==> src/esc_pkg.sv <==
`default_nettype none
package esc_pkg;

	typedef enum logic [3:0] {
		ST_INIT        = 4'd0,
		ST_CHECK       = 4'd1,
		ST_IDLE        = 4'd2,
		ST_READY       = 4'd3,
		ST_TEST        = 4'd4,
		ST_START       = 4'd5,
		ST_START_FORCE = 4'd6,
		ST_RUN         = 4'd7,
		ST_FORCE       = 4'd8,
		ST_SUPP        = 4'd9,
		ST_ERROR       = 4'd10
	} main_state_t;

	typedef enum logic [1:0] {
		PULSE_NONE  = 2'd0,
		PULSE_START = 2'd1,
		PULSE_STOP  = 2'd2
	} pulse_t;

	typedef enum logic [1:0] {
		REF_SEL_NONE    = 2'd0,
		REF_SEL_TEST    = 2'd1,
		REF_SEL_FORCING = 2'd2,
		REF_SEL_RUN     = 2'd3
	} ref_sel_t;

	// sub-sequencer step positions
	localparam logic [1:0] STEP_ENTER = 2'd0;
	localparam logic [1:0] STEP_WAIT1 = 2'd1;
	localparam logic [1:0] STEP_WAIT2 = 2'd2;
	localparam logic [1:0] STEP_DONE  = 2'd3;

	typedef struct packed {
		logic cmd_test;
		logic cmd_run;
		logic cmd_force;
		logic cmd_error;
		logic mains_volt_ok;
		logic mains_freq_ok;
		logic cell_volt_ok;
		logic field_on_flag;
		logic forcing_done;
		logic suppression_done;
		logic start_resistor_req;
	} req_item_t;

	typedef struct packed {
		logic [3:0] main_state_out;
		logic       drive_enable;
		logic [1:0] current_ref_select;
		logic       start_resistor_cmd;
		logic [1:0] start_counter_ctl;
		logic [1:0] forcing_timers_ctl;
		logic [1:0] suppression_timer_ctl;
		logic       manual_ref_preset;
	} rsp_item_t;

	// handshake between the output buffer and the input stage
	typedef struct packed {
		logic full;
		logic occupied;
	} buf_status_t;

endpackage
`default_nettype wire

==> src/esc_step.sv <==
`default_nettype none
module esc_step (
	input  wire                    clk,
	input  wire                    arst_n,
	input  wire                    fire,
	input  esc_pkg::req_item_t     item,
	output esc_pkg::rsp_item_t     result,
	output esc_pkg::main_state_t   state
);

	esc_pkg::main_state_t state_q, state_d;
	logic                 entry_q;
	logic [1:0]           check_step_q, check_step_d;
	logic [1:0]           idle_step_q, idle_step_d;
	logic [1:0]           chk_cur, idle_cur;

	esc_pkg::pulse_t   cnt_ctl, frc_ctl, sup_ctl;
	esc_pkg::ref_sel_t sel;
	logic              enable, preset;

	assign chk_cur  = entry_q ? esc_pkg::STEP_ENTER : check_step_q;
	assign idle_cur = entry_q ? esc_pkg::STEP_ENTER : idle_step_q;

	// next state and sub-sequencer steps
	always_comb begin
		state_d      = state_q;
		check_step_d = check_step_q;
		idle_step_d  = idle_step_q;
		case (state_q)
			esc_pkg::ST_INIT: state_d = esc_pkg::ST_CHECK;
			esc_pkg::ST_CHECK: begin
				check_step_d = chk_cur;
				case (chk_cur)
					esc_pkg::STEP_ENTER: check_step_d = esc_pkg::STEP_WAIT1;
					esc_pkg::STEP_WAIT1: begin
						if (item.mains_volt_ok) check_step_d = esc_pkg::STEP_WAIT2;
					end
					esc_pkg::STEP_WAIT2: begin
						if (item.mains_freq_ok) check_step_d = esc_pkg::STEP_DONE;
					end
					default: state_d = esc_pkg::ST_IDLE;
				endcase
			end
			esc_pkg::ST_IDLE: begin
				idle_step_d = idle_cur;
				case (idle_cur)
					esc_pkg::STEP_ENTER: idle_step_d = esc_pkg::STEP_WAIT1;
					esc_pkg::STEP_WAIT1: begin
						if (item.cell_volt_ok) idle_step_d = esc_pkg::STEP_WAIT2;
					end
					default: state_d = esc_pkg::ST_READY;
				endcase
				if (item.cmd_test) state_d = esc_pkg::ST_TEST;
			end
			esc_pkg::ST_READY: begin
				if (item.cmd_test) state_d = esc_pkg::ST_TEST;
				if (item.cmd_run) state_d = esc_pkg::ST_START;
			end
			esc_pkg::ST_TEST: begin
				if (!item.cmd_test) state_d = esc_pkg::ST_INIT;
			end
			esc_pkg::ST_START: begin
				if (item.field_on_flag) state_d = esc_pkg::ST_START_FORCE;
			end
			esc_pkg::ST_START_FORCE: begin
				if (item.forcing_done) state_d = esc_pkg::ST_RUN;
			end
			esc_pkg::ST_RUN: begin
				if (item.cmd_force) state_d = esc_pkg::ST_FORCE;
				if (!item.cmd_run) state_d = esc_pkg::ST_SUPP;
			end
			esc_pkg::ST_FORCE: begin
				if (!item.cmd_force) state_d = esc_pkg::ST_RUN;
			end
			esc_pkg::ST_SUPP: begin
				if (item.suppression_done) state_d = esc_pkg::ST_INIT;
			end
			esc_pkg::ST_ERROR: begin
				if (!item.cmd_error) state_d = esc_pkg::ST_INIT;
			end
			default: state_d = esc_pkg::ST_INIT;
		endcase
		// error overrides whatever the handler picked
		if (item.cmd_error) state_d = esc_pkg::ST_ERROR;
	end

	// per-state outputs and entry/exit pulses (stop wins over start)
	always_comb begin
		cnt_ctl = esc_pkg::PULSE_NONE;
		frc_ctl = esc_pkg::PULSE_NONE;
		sup_ctl = esc_pkg::PULSE_NONE;
		enable  = 1'b0;
		preset  = 1'b0;
		sel     = esc_pkg::REF_SEL_NONE;
		case (state_q)
			esc_pkg::ST_TEST: begin
				enable = 1'b1;
				sel    = esc_pkg::REF_SEL_TEST;
			end
			esc_pkg::ST_START: begin
				if (entry_q) cnt_ctl = esc_pkg::PULSE_START;
				if (item.field_on_flag) cnt_ctl = esc_pkg::PULSE_STOP;
			end
			esc_pkg::ST_START_FORCE: begin
				enable = 1'b1;
				sel    = esc_pkg::REF_SEL_FORCING;
				if (entry_q) frc_ctl = esc_pkg::PULSE_START;
				if (item.forcing_done) frc_ctl = esc_pkg::PULSE_STOP;
			end
			esc_pkg::ST_RUN: begin
				enable = 1'b1;
				sel    = esc_pkg::REF_SEL_RUN;
				preset = entry_q;
			end
			esc_pkg::ST_FORCE: begin
				enable = 1'b1;
				sel    = esc_pkg::REF_SEL_FORCING;
			end
			esc_pkg::ST_SUPP: begin
				enable = 1'b1;
				if (entry_q) sup_ctl = esc_pkg::PULSE_START;
				if (item.suppression_done) sup_ctl = esc_pkg::PULSE_STOP;
			end
			default: begin
				enable = 1'b0;
			end
		endcase
	end

	always_comb begin
		result.main_state_out        = state_q;
		result.drive_enable          = enable;
		result.current_ref_select    = sel;
		result.start_resistor_cmd    = item.start_resistor_req;
		result.start_counter_ctl     = cnt_ctl;
		result.forcing_timers_ctl    = frc_ctl;
		result.suppression_timer_ctl = sup_ctl;
		result.manual_ref_preset     = preset;
	end

	assign state = state_q;

	always_ff @(posedge clk or negedge arst_n) begin
		if (!arst_n) begin
			state_q      <= esc_pkg::ST_INIT;
			entry_q      <= 1'b1;
			check_step_q <= esc_pkg::STEP_ENTER;
			idle_step_q  <= esc_pkg::STEP_ENTER;
		end else if (fire) begin
			state_q      <= state_d;
			entry_q      <= (state_d != state_q);
			check_step_q <= check_step_d;
			idle_step_q  <= idle_step_d;
		end
	end

endmodule
`default_nettype wire

==> src/esc_out_buf.sv <==
`default_nettype none
module esc_out_buf (
	input  wire                  clk,
	input  wire                  arst_n,
	input  wire                  push,
	input  esc_pkg::rsp_item_t   push_data,
	output esc_pkg::buf_status_t status,
	output logic                 rsp_valid,
	input  wire                  rsp_stall,
	output esc_pkg::rsp_item_t   rsp_data
);

	logic               out_valid_q, skid_valid_q;
	esc_pkg::rsp_item_t out_q, skid_q;
	logic               pop;

	assign pop       = out_valid_q && !rsp_stall;
	assign rsp_valid = out_valid_q;
	assign rsp_data  = out_q;

	assign status.full     = skid_valid_q;
	assign status.occupied = out_valid_q;

	always_ff @(posedge clk or negedge arst_n) begin
		if (!arst_n) begin
			out_valid_q  <= 1'b0;
			skid_valid_q <= 1'b0;
		end else begin
			if (skid_valid_q) begin
				// push is held off while the skid slot is taken
				if (pop) begin
					out_valid_q  <= 1'b1;
					skid_valid_q <= 1'b0;
				end
			end else if (push) begin
				if (out_valid_q && !pop) begin
					skid_valid_q <= 1'b1;
				end else begin
					out_valid_q <= 1'b1;
				end
			end else if (pop) begin
				out_valid_q <= 1'b0;
			end
		end
	end

	always_ff @(posedge clk) begin
		if (skid_valid_q) begin
			if (pop) out_q <= skid_q;
		end else if (push) begin
			if (out_valid_q && !pop) skid_q <= push_data;
			else out_q <= push_data;
		end
	end

endmodule
`default_nettype wire

==> src/excitation_sequence_controller.sv <==
`default_nettype none
// Channel   Direction  Handshake               Payload
// request   in         req_valid / req_stall   req_data  (esc_pkg::req_item_t)
// response  out        rsp_valid / rsp_stall   rsp_data  (esc_pkg::rsp_item_t)
//
// One tick per cycle sustained while rsp_stall stays low: a request lands in
// the input register, the state update runs from there into a two-entry
// output buffer. The response passes through the input register and then
// the output buffer before rsp_valid rises.
// Reset puts the sequencer in init with the entry flag set, both buffers empty.
// req_stall is high only while the input register holds a request and the
// output buffer's skid slot holds a response.
module excitation_sequence_controller (
	input  wire                 clk,
	input  wire                 arst_n,
	input  wire                 req_valid,
	output logic                req_stall,
	input  esc_pkg::req_item_t  req_data,
	output logic                rsp_valid,
	input  wire                 rsp_stall,
	output esc_pkg::rsp_item_t  rsp_data
);

	esc_pkg::req_item_t   item_s1;
	logic                 valid_s1;
	logic                 adv_s1;
	logic                 req_fire;
	esc_pkg::rsp_item_t   result;
	esc_pkg::main_state_t state;
	esc_pkg::buf_status_t buf_status;

	assign adv_s1    = valid_s1 && !buf_status.full;
	assign req_stall = valid_s1 && buf_status.full;
	assign req_fire  = req_valid && !req_stall;

	always_ff @(posedge clk or negedge arst_n) begin
		if (!arst_n) begin
			valid_s1 <= 1'b0;
		end else if (req_fire) begin
			valid_s1 <= 1'b1;
		end else if (adv_s1) begin
			valid_s1 <= 1'b0;
		end
	end

	always_ff @(posedge clk) begin
		if (req_fire) item_s1 <= req_data;
	end

	esc_step u_step (
		.clk    (clk),
		.arst_n (arst_n),
		.fire   (adv_s1),
		.item   (item_s1),
		.result (result),
		.state  (state)
	);

	esc_out_buf u_out_buf (
		.clk       (clk),
		.arst_n    (arst_n),
		.push      (adv_s1),
		.push_data (result),
		.status    (buf_status),
		.rsp_valid (rsp_valid),
		.rsp_stall (rsp_stall),
		.rsp_data  (rsp_data)
	);

	// a stored skid entry always sits behind a valid head
	assert property (@(posedge clk) disable iff (!arst_n)
		buf_status.full |-> buf_status.occupied)
		else $error("skid entry without head entry");

	// a processed error request lands the sequencer in error
	assert property (@(posedge clk) disable iff (!arst_n)
		(adv_s1 && item_s1.cmd_error) |=> (state == esc_pkg::ST_ERROR))
		else $error("error command did not take priority");

	// drive enable only in the energized states
	assert property (@(posedge clk) disable iff (!arst_n)
		(rsp_valid && rsp_data.drive_enable) |->
		((rsp_data.main_state_out == esc_pkg::ST_TEST) ||
		 (rsp_data.main_state_out == esc_pkg::ST_START_FORCE) ||
		 (rsp_data.main_state_out == esc_pkg::ST_RUN) ||
		 (rsp_data.main_state_out == esc_pkg::ST_FORCE) ||
		 (rsp_data.main_state_out == esc_pkg::ST_SUPP)))
		else $error("drive enabled in a de-energized state");

	// the sequencer only moves when a request leaves the input register
	assert property (@(posedge clk) disable iff (!arst_n)
		!adv_s1 |=> $stable(state))
		else $error("state changed without a request");

endmodule
`default_nettype wire
==> config.mk <==
export PLATFORM = sky130hd
export DESIGN_NAME = excitation_sequence_controller
export DESIGN_NICKNAME = d
export VERILOG_FILES = /design/src/esc_pkg.sv /design/src/esc_step.sv /design/src/esc_out_buf.sv /design/src/excitation_sequence_controller.sv
export SDC_FILE = /design/constraint.sdc
export NUM_CORES = 1
export LEC_CHECK = 0
export ABC_AREA = 0
export BUFFER_PORTS_ARGS = -buffer_cell sky130_fd_sc_hd__buf_2
export CAP_MARGIN = 20
export CORE_MARGIN = 2
export CORE_UTILIZATION = 57
export DETAILED_ROUTE_END_ITERATION = 16
export GPL_TIMING_DRIVEN = 1
export PLACE_DENSITY = 0.84
export SLEW_MARGIN = 10
export SYNTH_ARGS = -nofsm -noshare
export SYNTH_HDL_FRONTEND = slang
export SYNTH_SLANG_ARGS = --single-unit
==> constraint.sdc <==
create_clock -name clk -period 5.1 [get_ports clk]
set_input_delay 0 -clock clk [delete_from_list [all_inputs] [get_ports clk]]
set_output_delay 0 -clock clk [all_outputs]
set_load 0.005 [all_outputs]
Yosys cells after proc, flatten, opt, wreduce, memory -nomap -nowiden
Index checks and enable logic that the tools add are counted.
- shift operators: 0
- multiply operators: 0
- equal/unequal tests: 16
- reductions and logical operators: 24
- divide/modulo/power cells: 0
- bitwise operators: 1
- magnitude comparators: 0
- $add $sub $neg: 0
- multiplexer cells: 46
- operators by type and width (cell ; count):
    15-bit 2-to-1 mux ; 4
    4-bit 2-to-1 mux ; 13
    4-bit one-hot mux with 10 select lines ; 1
    2-bit 2-to-1 mux ; 11
    4-bit by 3-bit == test with 1-bit output (second input constant) ; 4
    1-bit 2-to-1 mux ; 14
    2-bit one-hot mux with 3 select lines ; 2
    3-bit AND reduction ; 3
    4-bit by 2-bit == test with 1-bit output (second input constant) ; 2
    4-bit == test (second input constant) ; 2
    2-bit nonzero test ; 3
    1-bit logical AND ; 5
    5-bit OR reduction ; 1
    2-bit by 1-bit == test with 1-bit output (second input constant) ; 2
    4-bit by 1-bit == test with 1-bit output (second input constant) ; 1
    1-bit logical NOT ; 4
    2-bit logical NOT ; 2
    4-bit logical NOT ; 1
    4-bit != test ; 1
    2-bit one-hot mux with 2 select lines ; 1
    2-bit AND reduction ; 2
    2-bit OR reduction ; 2
    3-bit by 2-bit != test with 1-bit output (second input constant) ; 1
    3-bit OR reduction ; 1
    other kinds (4) ; 4
- memories: 0
- bits in latches: 0
- bits in writable memories: 0
- bits in registers: 53
- word-level logic and storage cells: 121
- input port bits: 15
- output and inout bits: 17
- ROM bits: 0

Logic depth before layout (Yosys ltp)
Gate-level depths: netlist of the first run.
- depth after elaboration: 8
- mapped depth: 7
- depth with buffers taken out: 5

Cells and area by module
A second synthesis of the first run with hierarchy kept.
- cell total of the unflattened synthesis: 196
- area, all modules: 2660.1 µm²
- by module, submodules not included (module ; seq. area each (µm²) ; times used ; area an instance (µm²) ; cells an instance):
    esc_out_buf ; 950.9 ; 1 ; 1242.4 ; 61
    esc_step ; 226.5 ; 1 ; 1029.7 ; 119
    excitation_sequence_controller ; 355.3 ; 1 ; 387.9 ; 16

Worst setup path before layout of the first run
No wires, ideal clock.
- kind: reg2reg
- start: register u_out_buf.skid_valid_q
- end: register u_out_buf.out_q, in the netlist u_out_buf.rsp_data[0] (enable)
- data required time: 4.708 ns
- data arrival time: 1.534 ns
- stages on the path, launching flop included: 4
- setup slack: 3.174 ns
- setup time: 0.392 ns
- buffers on the path: 1
- period minus slack after synthesis: 1.926 ns
- path through: dfrtp_1 > clkbuf_1 > a21oi_1 > a21oi_1
- cells in the longest elaborated chain, start to end: 4
- elaborated cells on any way between the ends: 6
- classes of those cells: 2 x eq/ne; 4 x reduce/logical
- ends and longest elaborated chain (element ; line ; source):
    start, declared ; esc_out_buf.sv:13 ; logic out_valid_q, skid_valid_q;
    start signal, assigned ; esc_out_buf.sv:27 ; skid_valid_q <= 1'b0;
    start signal, assigned ; esc_out_buf.sv:33 ; skid_valid_q <= 1'b0;
    start signal, assigned ; esc_out_buf.sv:37 ; skid_valid_q <= 1'b1;
    1-bit logical NOT ; excitation_sequence_controller.sv:32 ; assign adv_s1 = valid_s1 && !buf_status.full;
    1-bit logical AND ; excitation_sequence_controller.sv:32 ;
    2-bit nonzero test (no line) ; -- ;
    3-bit AND reduction (no line) (*) ; -- ;
    end signal, assigned ; esc_out_buf.sv:49 ; if (pop) out_q <= skid_q;
    end signal, assigned ; esc_out_buf.sv:52 ; else out_q <= push_data;
    end, declared ; esc_out_buf.sv:14 ; esc_pkg::rsp_item_t out_q, skid_q;
Every way passes the cells marked *; elsewhere a longest branch is shown, timed or not.
A chain may end at the register's enable or synchronous reset.

Worst setup path after layout of the first run
- start: register u_step.state_q[2], in the netlist u_step.state[2]
- end: register u_step.entry_q
- cells in the longest elaborated chain, start to end: 5
- elaborated cells on any way between the ends: 25
- classes of those cells: 10 x eq/ne; 14 x mux; 1 x reduce/logical
- ends and longest elaborated chain (element ; line ; source):
    start, declared ; esc_step.sv:11 ; esc_pkg::main_state_t state_q, state_d;
    start signal, assigned ; esc_step.sv:145 ; state_q <= esc_pkg::ST_INIT;
    start signal, assigned ; esc_step.sv:150 ; state_q <= state_d;
    4-bit 2-to-1 mux (on tied branches) ; esc_step.sv:69, esc_step.sv:46, esc_step.sv:56 ;
    4-bit 2-to-1 mux (on tied branches) ; esc_step.sv:70, esc_step.sv:53, esc_step.sv:57 ;
    4-bit one-hot mux with 10 select lines ; esc_step.sv:29 ; case (state_q)
    4-bit 2-to-1 mux ; esc_step.sv:84 ; if (item.cmd_error) state_d = esc_pkg::ST_ERROR;
    4-bit != test (*) ; esc_step.sv:151 ; entry_q <= (state_d != state_q);
    end signal, assigned ; esc_step.sv:151 ;
    end, declared ; esc_step.sv:12 ; logic entry_q;
Marks and branches as above.

==> results of run 1 <==
worst max-delay path, cell delays in order (launching register included):
cell	delay (ns)
sky130_fd_sc_hd__dfrtp_1	0.75
sky130_fd_sc_hd__nor2_1	0.18
sky130_fd_sc_hd__a41o_1	0.28
sky130_fd_sc_hd__or4bb_4	0.56
sky130_fd_sc_hd__xnor2_1	0.14
sky130_fd_sc_hd__a32oi_1	0.20
worst max-delay path by stage:
stage / endpoint / cells past startpoint
6_report: u_step.entry_q / 5
5_1_grt: u_step.entry_q / 5
4_1_cts: u_step.entry_q / 5
3_5_place_dp: u_step.entry_q / 5
3_3_place_gp: u_step.entry_q / 5
2_1_floorplan: u_out_buf.rsp_data[0] / 3
synthesized netlist by cell type (2+ instances only):
cell type / count / share of area
sky130_fd_sc_hd__nor2b_1: 5 / 0.013
sky130_fd_sc_hd__buf_6: 4 / 0.018
sky130_fd_sc_hd__nand2_1: 13 / 0.020
sky130_fd_sc_hd__and2_1: 3 / 0.0076
sky130_fd_sc_hd__nor4_1: 3 / 0.0076
sky130_fd_sc_hd__a31oi_1: 3 / 0.0076
sky130_fd_sc_hd__or2b_2: 2 / 0.0071
sky130_fd_sc_hd__mux2_2: 12 / 0.055
sky130_fd_sc_hd__buf_4: 2 / 0.0061
sky130_fd_sc_hd__a21oi_1: 9 / 0.018
sky130_fd_sc_hd__and3_1: 4 / 0.010
sky130_fd_sc_hd__a21o_2: 2 / 0.0071
sky130_fd_sc_hd__o21ai_0: 7 / 0.014
sky130_fd_sc_hd__edfxtp_1: 41 / 0.50
sky130_fd_sc_hd__o211ai_1: 2 / 0.0061
sky130_fd_sc_hd__nand2b_1: 2 / 0.0051
sky130_fd_sc_hd__nand3_1: 3 / 0.0061
sky130_fd_sc_hd__o31ai_1: 3 / 0.0091
sky130_fd_sc_hd__nor3_1: 3 / 0.0061
sky130_fd_sc_hd__inv_1: 5 / 0.0076
sky130_fd_sc_hd__dfrtp_1: 11 / 0.11
sky130_fd_sc_hd__nor2_1: 8 / 0.012
sky130_fd_sc_hd__a211oi_1: 3 / 0.0091
sequential cells by signal (all words and copies together) (netlist names):
signal                  cells
u_out_buf.skid_q           15
u_out_buf.rsp_data         15
u_step.state                4
u_step.idle_step_q          2
u_out_buf.skid_valid_q      1
u_out_buf.rsp_valid         1
item_s1                    11
u_step.entry_q              1
valid_s1                    1
u_step.check_step_q         2
cell families after synthesis:
logic type,Yosys count,share of synthesized area
and+or+nand+nor,61,0.1527
muxes,13,0.05865
DFF,53,0.6193
buffers and inverters,16,0.04145
xor gates and xnor gates,1,0.003540
AOI/OAI and AO/OA,40,0.1244
metal layers:
layer  wire length (µm)  GRT usage  up-vias
met5                  0          0        -
li1                   -          -      786
met3                206    0.03896       10
met4                 83    0.08974        0
met2               2296     0.3439       46
met1               2115     0.2733      780
layout make-up:
type / count / area, µm²
well taps: 50 / 62.56
fillers: 290 / 1232
clock buffers: 5 / 68.82
flip-flops and latches: 53 / 1533
inverters: 6 / 22.52
clock inverters: 3 / 25.02
repair buffers: 46 / 302.8
multi-input cells: 115 / 839.6
where the power goes:
| group | switching, mW | leakage [nW] | internal [mW] | total (mW) |
|---|---|---|---|---|
| Sequential | 0.173 | 0.536 | 0.655 | 0.828 |
| Clock | 0.143 | 0.0447 | 0.0993 | 0.243 |
| Combinational | 0.252 | 0.536 | 0.255 | 0.506 |
| Total | 0.568 | 1.12 | 1.01 | 1.58 |
through the flow:
stage	total power [mW]	hold slack [ns]	util	std cells
after global placement	1.318	-0.1105	0.6412	256
after CTS	1.585	0.08620	0.6984	278
after floorplan	1.191	-0.2956	-	184
after detailed placement	1.334	-0.1068	0.6412	256
final	1.577	0.08965	0.6984	278
after global routing	1.674	0.1295	0.6984	278
==> out/results.ini, run 1 <==
[status]
outcome = complete, no violations

[power]
power.density_cell_area_nw_per_um2 = 552.6
leakagePower_nw = 1.117
power.ir.vdd_worst_uv = 388.4

[worst_setup_path]
critPathArrivalTime_ns = 2.43
critical_path.reg2reg.endpoint = u_step.entry_q
crit_required_ns = 5.34
timing.critical_path.from_type = flip-flop
critical_path_peak_fanout = 20
critical_path_class = flip-flop to flip-flop
ff2ff_path_depth = 5
critical_path.startpoint = u_step.state[2]
timing.critical_path.to_type = flip-flop
r2r_slack_ns = 2.91
critical_path.reg2reg.startpoint = u_step.state[2]

[job]
maxCapViolCount = 0

[clock_tree]
post_cts.resized_instances = 0
post_cts_buffers = 0
cts_buffers = 5
clock_latency_ns = 0.31
cts_buffer_depth = 2
clk_pin_slew_ns = 0.10
h_tree_depth_reported_by_cts = 2
clkSinkCount = 53
cts_root_buf = sky130_fd_sc_hd__clkbuf_8
holdBufCountCts = 14
cts_tree = done

[timing]
timing_max_transition_violations_final = 0
final.setup.worst_slack_ns = 2.909
min_period_over_period = 0.4296
finalHoldViolCount = 0
fmax_mhz = 456.4
slew-limit-headroom = 0.4097
fin_skew_ns = 0.01588
worstMarginPinSlew_ns = 0.8837
final_setup_vio_count = 0
min_period_ns = 2.191
setup_total_negative_slack_ns = 0
grt_setup_unrepaired = false

[global_route]
global_route_wire_length_before_repair_um = 7983
global_route.usage.total = 0.2092
grt_start_max_net_pins = 25
grt_antenna_before_repair = 0
grt_pass1_vias = 1642
grt_remaining_overflow = 0

[place]
placement.cell_area_um2 = 2620
io_buffer_count = 31
place_worst_setup_slack_ns = 2.932
place.gp.congestion = 0.9894
dp.final_hpwl_um = 3168

[layout]
layout.cells.most_common = sky130_fd_sc_hd__edfxtp_1
most-common-layout-cells = sky130_fd_sc_hd__edfxtp_1 (41), sky130_fd_sc_hd__buf_2 (31), sky130_fd_sc_hd__dlygate4sd3_1 (14)
layout-drive-gt1-share = 0.3026
layout.nets = 242
finish.instance_area_um2 = 2854
area_delta_synth_final_pct = 15.32
num_antenna_cells = 0

[drt]
violation_count_after_the_first_detailed_routing_iteration = 95
drc_errors = 0
viasPerCell = 5.835
dr_total_vias = 1622
routedWlPerCell_um = 16.91
post_detailed_route_count_of_antenna_violating_nets = 0
dr.pass1.iters = 4
drt-total-wl_um = 4702

[floorplanning]
floorplan.rows = 23
initial_core_util = 0.6056
num_io_pins = 32
die_area_um2 = 4885
coreArea_um2 = 4086
die_w_um = 69.89
die_h_um = 69.89

[yosys]
netlist-cell-type-count = 57
number_of_storage_elements_in_the_synthesis_netlist = 53
ys.warnings.count = 0
synthCells = 184
post_synth.cell_area_avg_um2 = 13.45
share_of_synthesized_registers_carrying_an_async_set_or_reset = 0.2264
synth_enable_flop_cells = 41
seq_area_frac_synth = 0.6193
netlist_area_um2 = 2475
synth_nets = 199
yosys_most_used_dff = sky130_fd_sc_hd__edfxtp_1

[hold_path]
holdCritPathClass = input pin to asynchronous set/reset pin

Power figures use the tool's default switching activity.
==> run 2: changes to the inputs <==
--- a/config.mk
+++ b/config.mk
@@ -5,14 +5,14 @@
 export SDC_FILE = /design/constraint.sdc
 export NUM_CORES = 1
 export LEC_CHECK = 0
-export ABC_AREA = 0
+export ABC_AREA = 1
 export BUFFER_PORTS_ARGS = -buffer_cell sky130_fd_sc_hd__buf_2
 export CAP_MARGIN = 20
 export CORE_MARGIN = 2
-export CORE_UTILIZATION = 57
+export CORE_UTILIZATION = 51
 export DETAILED_ROUTE_END_ITERATION = 16
 export GPL_TIMING_DRIVEN = 1
-export PLACE_DENSITY = 0.84
+export PLACE_DENSITY = 0.8
 export SLEW_MARGIN = 10
 export SYNTH_ARGS = -nofsm -noshare
 export SYNTH_HDL_FRONTEND = slang
==> constraint.sdc (replaced) <==
create_clock -name clk -period 1.8 [get_ports clk]
set_input_delay 0 -clock clk [delete_from_list [all_inputs] [get_ports clk]]
set_output_delay 0 -clock clk [all_outputs]
set_load 0.005 [all_outputs]
==> out/results.ini, run 2 <==
[worst_setup_path]
critical_path_class = flip-flop to flip-flop
timing.critical_path.to_type = flip-flop
r2r_slack_ns = 0.15  ; -2.76 ns
crit_required_ns = 1.98  ; -3.36 ns
ff2ff_path_depth = 5  ; unchanged
critical_path.reg2reg.endpoint = u_out_buf.rsp_data[3]
timing.critical_path.from_type = flip-flop
setup.worst_path.end = u_out_buf.rsp_data[3]
critical_path.startpoint = u_step.entry_q
worstPathCellList = clkinvlp_4, buf_4, nor4_1, nand2_1, nand2_1
critical_path.reg2reg.startpoint = u_step.entry_q
crit_path_largest_cell_delay_ns = 0.57  ; -0.18 ns
critical_path_peak_fanout = 5  ; -75%
critPathArrivalTime_ns = 1.83  ; -0.60 ns
timing.critical_path.slowest_stage_cell = sky130_fd_sc_hd__dfstp_2
path_common_cell = sky130_fd_sc_hd__nand2_1

[yosys]
synth_top_cells_by_area = sky130_fd_sc_hd__edfxtp_1 (52%), sky130_fd_sc_hd__nand2_1 (14%), sky130_fd_sc_hd__dfrtp_1 (12%), sky130_fd_sc_hd__o21ai_0 (3.4%), sky130_fd_sc_hd__inv_1 (3.3%)
yosysTopAreaCell = sky130_fd_sc_hd__edfxtp_1
netlist-cell-type-count = 27  ; -53%
synthMostInstantiatedCell = sky130_fd_sc_hd__nand2_1
yosys_most_used_dff = sky130_fd_sc_hd__edfxtp_1
synth_nets = 256  ; +29%
netlist_area_um2 = 2356  ; -4.8%
ys.warnings.count = 0  ; unchanged
synth_common_cells = sky130_fd_sc_hd__nand2_1 (88), sky130_fd_sc_hd__edfxtp_1 (41), sky130_fd_sc_hd__inv_1 (21), sky130_fd_sc_hd__nor2_1 (18), sky130_fd_sc_hd__o21ai_0 (16)
post_synth.cell_area_avg_um2 = 9.776  ; -27%
share_of_synthesized_registers_carrying_an_async_set_or_reset = 0.2264  ; unchanged
synth_enable_flop_cells = 41  ; unchanged
seq_area_frac_synth = 0.6506  ; +0.03125
number_of_storage_elements_in_the_synthesis_netlist = 53  ; unchanged
synthCells = 241  ; +31%
synthDominantCellAreaShare = 0.5226  ; +0.02510

[power]
finalPower_mw = 4.337  ; +180%
power.density_cell_area_nw_per_um2 = 1487  ; +170%
power.ir.vdd_worst_uv = 751.6  ; +93%
leakagePower_nw = 1.357  ; +22%

[timing]
fmax_mhz = 606.7  ; +33%
min_period_over_period = 0.9157  ; +0.4861
finalHoldViolCount = 0  ; unchanged
min_period_ns = 1.648  ; -0.5427 ns
final_setup_vio_count = 0  ; unchanged
fin_skew_ns = 0.007664  ; -0.008211 ns
worstMarginPinSlew_ns = 0.5070  ; -0.3767 ns
grt_setup_unrepaired = false
slew-limit-headroom = 0.6594  ; +0.2498
timing_max_transition_violations_final = 0  ; unchanged

[drt]
drt-total-wl_um = 4809  ; +2.3%
drc_errors = 0  ; unchanged
post_detailed_route_count_of_antenna_violating_nets = 0  ; unchanged
dr.pass1.iters = 4  ; unchanged
viasPerCell = 5.079  ; -13%
violation_count_after_the_first_detailed_routing_iteration = 187  ; +97%
dr_total_vias = 1808  ; +11%
routedWlPerCell_um = 13.51  ; -20%

[clock_tree]
h_tree_depth_reported_by_cts = 2  ; unchanged
clkSinkCount = 53  ; unchanged
cts_tree = done
cts_root_buf = sky130_fd_sc_hd__clkbuf_8
cts_buffers = 5  ; unchanged
clk_pin_slew_ns = 0.09  ; about the same
clock_latency_ns = 0.30  ; about the same
cts_buffer_depth = 2  ; unchanged

[place]
place.detailed.instances = 331  ; +29%
place.gp.congestion = 0.9213  ; -6.9%
dp.final_hpwl_um = 3517  ; +11%
io_buffer_count = 31  ; unchanged

[global_route]
global_route_wire_length_before_repair_um = 8183  ; +2.5%
global_route.usage.total = 0.2076  ; -0.001569
grt_pass1_vias = 1790  ; +9.0%
grt_remaining_overflow = 0  ; unchanged
grt_start_max_net_pins = 23  ; -8.0%
grt_antenna_before_repair = 0  ; unchanged

[floorplanning]
num_io_pins = 32  ; unchanged
die_h_um = 71.97  ; +3.0%
initial_core_util = 0.5337  ; -0.07190
die_area_um2 = 5179  ; +6.0%
floorplan.rows = 24  ; +4.3%
die_w_um = 71.97  ; +3.0%
coreArea_um2 = 4414  ; +8.0%

[layout]
most-common-layout-cells = sky130_fd_sc_hd__nand2_1 (88), sky130_fd_sc_hd__edfxtp_1 (41), sky130_fd_sc_hd__buf_2 (31)
layout.cells.most_common = sky130_fd_sc_hd__nand2_1
layout.nets = 318  ; +31%
ff_latch_area_um2 = 1535  ; +0.16%
layout-drive-gt1-share = 0.2270  ; -0.07566
num_antenna_cells = 0  ; unchanged
layout.cells.non_filler = 356  ; +28%
multi_input_area_um2 = 713.2  ; -15%
area_delta_synth_final_pct = 23.79
fillCellCount = 355  ; +22%

[hold_path]
holdCritPathClass = input pin to asynchronous set/reset pin

[job]
maxCapViolCount = 0  ; unchanged

[status]
outcome = complete, no violations

-- run 2: cell types whose count changed in the layout (fill, tap and decap cells not counted), moves of 4 or more --
cell,delta
sky130_fd_sc_hd__o21ai_0,+9
sky130_fd_sc_hd__inv_1,+16
sky130_fd_sc_hd__nor2b_1,-5
sky130_fd_sc_hd__nor2_1,+9
sky130_fd_sc_hd__buf_4,+12
sky130_fd_sc_hd__nand2_1,+75
sky130_fd_sc_hd__nand3_1,+6
sky130_fd_sc_hd__and3_1,-4
sky130_fd_sc_hd__mux2_2,-12
-- run 2: cells by family after synthesis --
family,after synthesis,synth area share
xor gates and xnor gates,2,0.007436
and+or+nand+nor,127,0.2262
buffers and inverters,30,0.04939
AOI/OAI and AO/OA,29,0.06639
DFF,53,0.6506
-- run 2: where the power goes --
group	switching, mW	internal [mW]
sequential	0.215	1.83
clock	0.371	0.269
combinational	1.02	0.635
total	1.60	2.74
-- run 2: final cells by class --
class | instances | area share
flip-flops and latches | 53 | 0.5264
multi-input cells | 158 | 0.2445
repair buffers | 59 | 0.1416
inverters | 26 | 0.03561
clock buffers | 5 | 0.02360
well taps | 52 | 0.02231
clock inverters | 3 | 0.006006
-- run 2: critical path, delay by kind of cell, from the launching register on --
family | cells | cell delay [ns]
buffers and inverters | 2 | 0.30
DFF | 1 | 0.57
and+or+nand+nor | 3 | 0.66
-- run 2: per-layer routing --
metal  up-vias  track usage  routed length (µm)
met5         -            0                   0
met4         0      0.07966                  42
met3         4      0.03194                 226
met2        54       0.3611                2395
met1       837       0.2632                2146
li1        913            -                   -
-- run 2: how the worst min path moves through the flow --
stage	from	end	slack, ns	cells past startpoint
4_1_cts	arst_n	u_step.check_step_q[0]	0.11	2
3_5_place_dp	arst_n	u_step.idle_step_q[1]	-0.09	1
3_3_place_gp	arst_n	u_step.idle_step_q[1]	-0.09	1
6_report	arst_n	u_step.check_step_q[0]	0.11	2
5_1_grt	arst_n	u_out_buf.skid_valid_q	0.14	2
2_1_floorplan	arst_n	u_out_buf.rsp_valid	-0.30	0
-- run 2: per-stage QoR --
stage	hold WS, ns	util	area (µm²)	worst slack (ns)	TNS [ns]
after global placement	-0.09202	0.5989	2644	-0.01581	-0.01581
after floorplan	-0.2956	-	2360	0.1085	0
after global routing	0.1403	0.6607	2917	0.01610	0
final	0.1080	0.6607	2917	0.1518	0
after detailed placement	-0.09407	0.5989	2644	0.002413	0
after CTS	0.1082	0.6505	2872	0.08874	0
-- run 2: repair_timing --
action | in CTS | in global routing
setup endpoints to repair | 1 | 1
buffers inserted | 0 | 3
gates resized for setup | 1 | 4
endpoints found under the hold margin | 26 | 0
hold buffers | 14 | 0
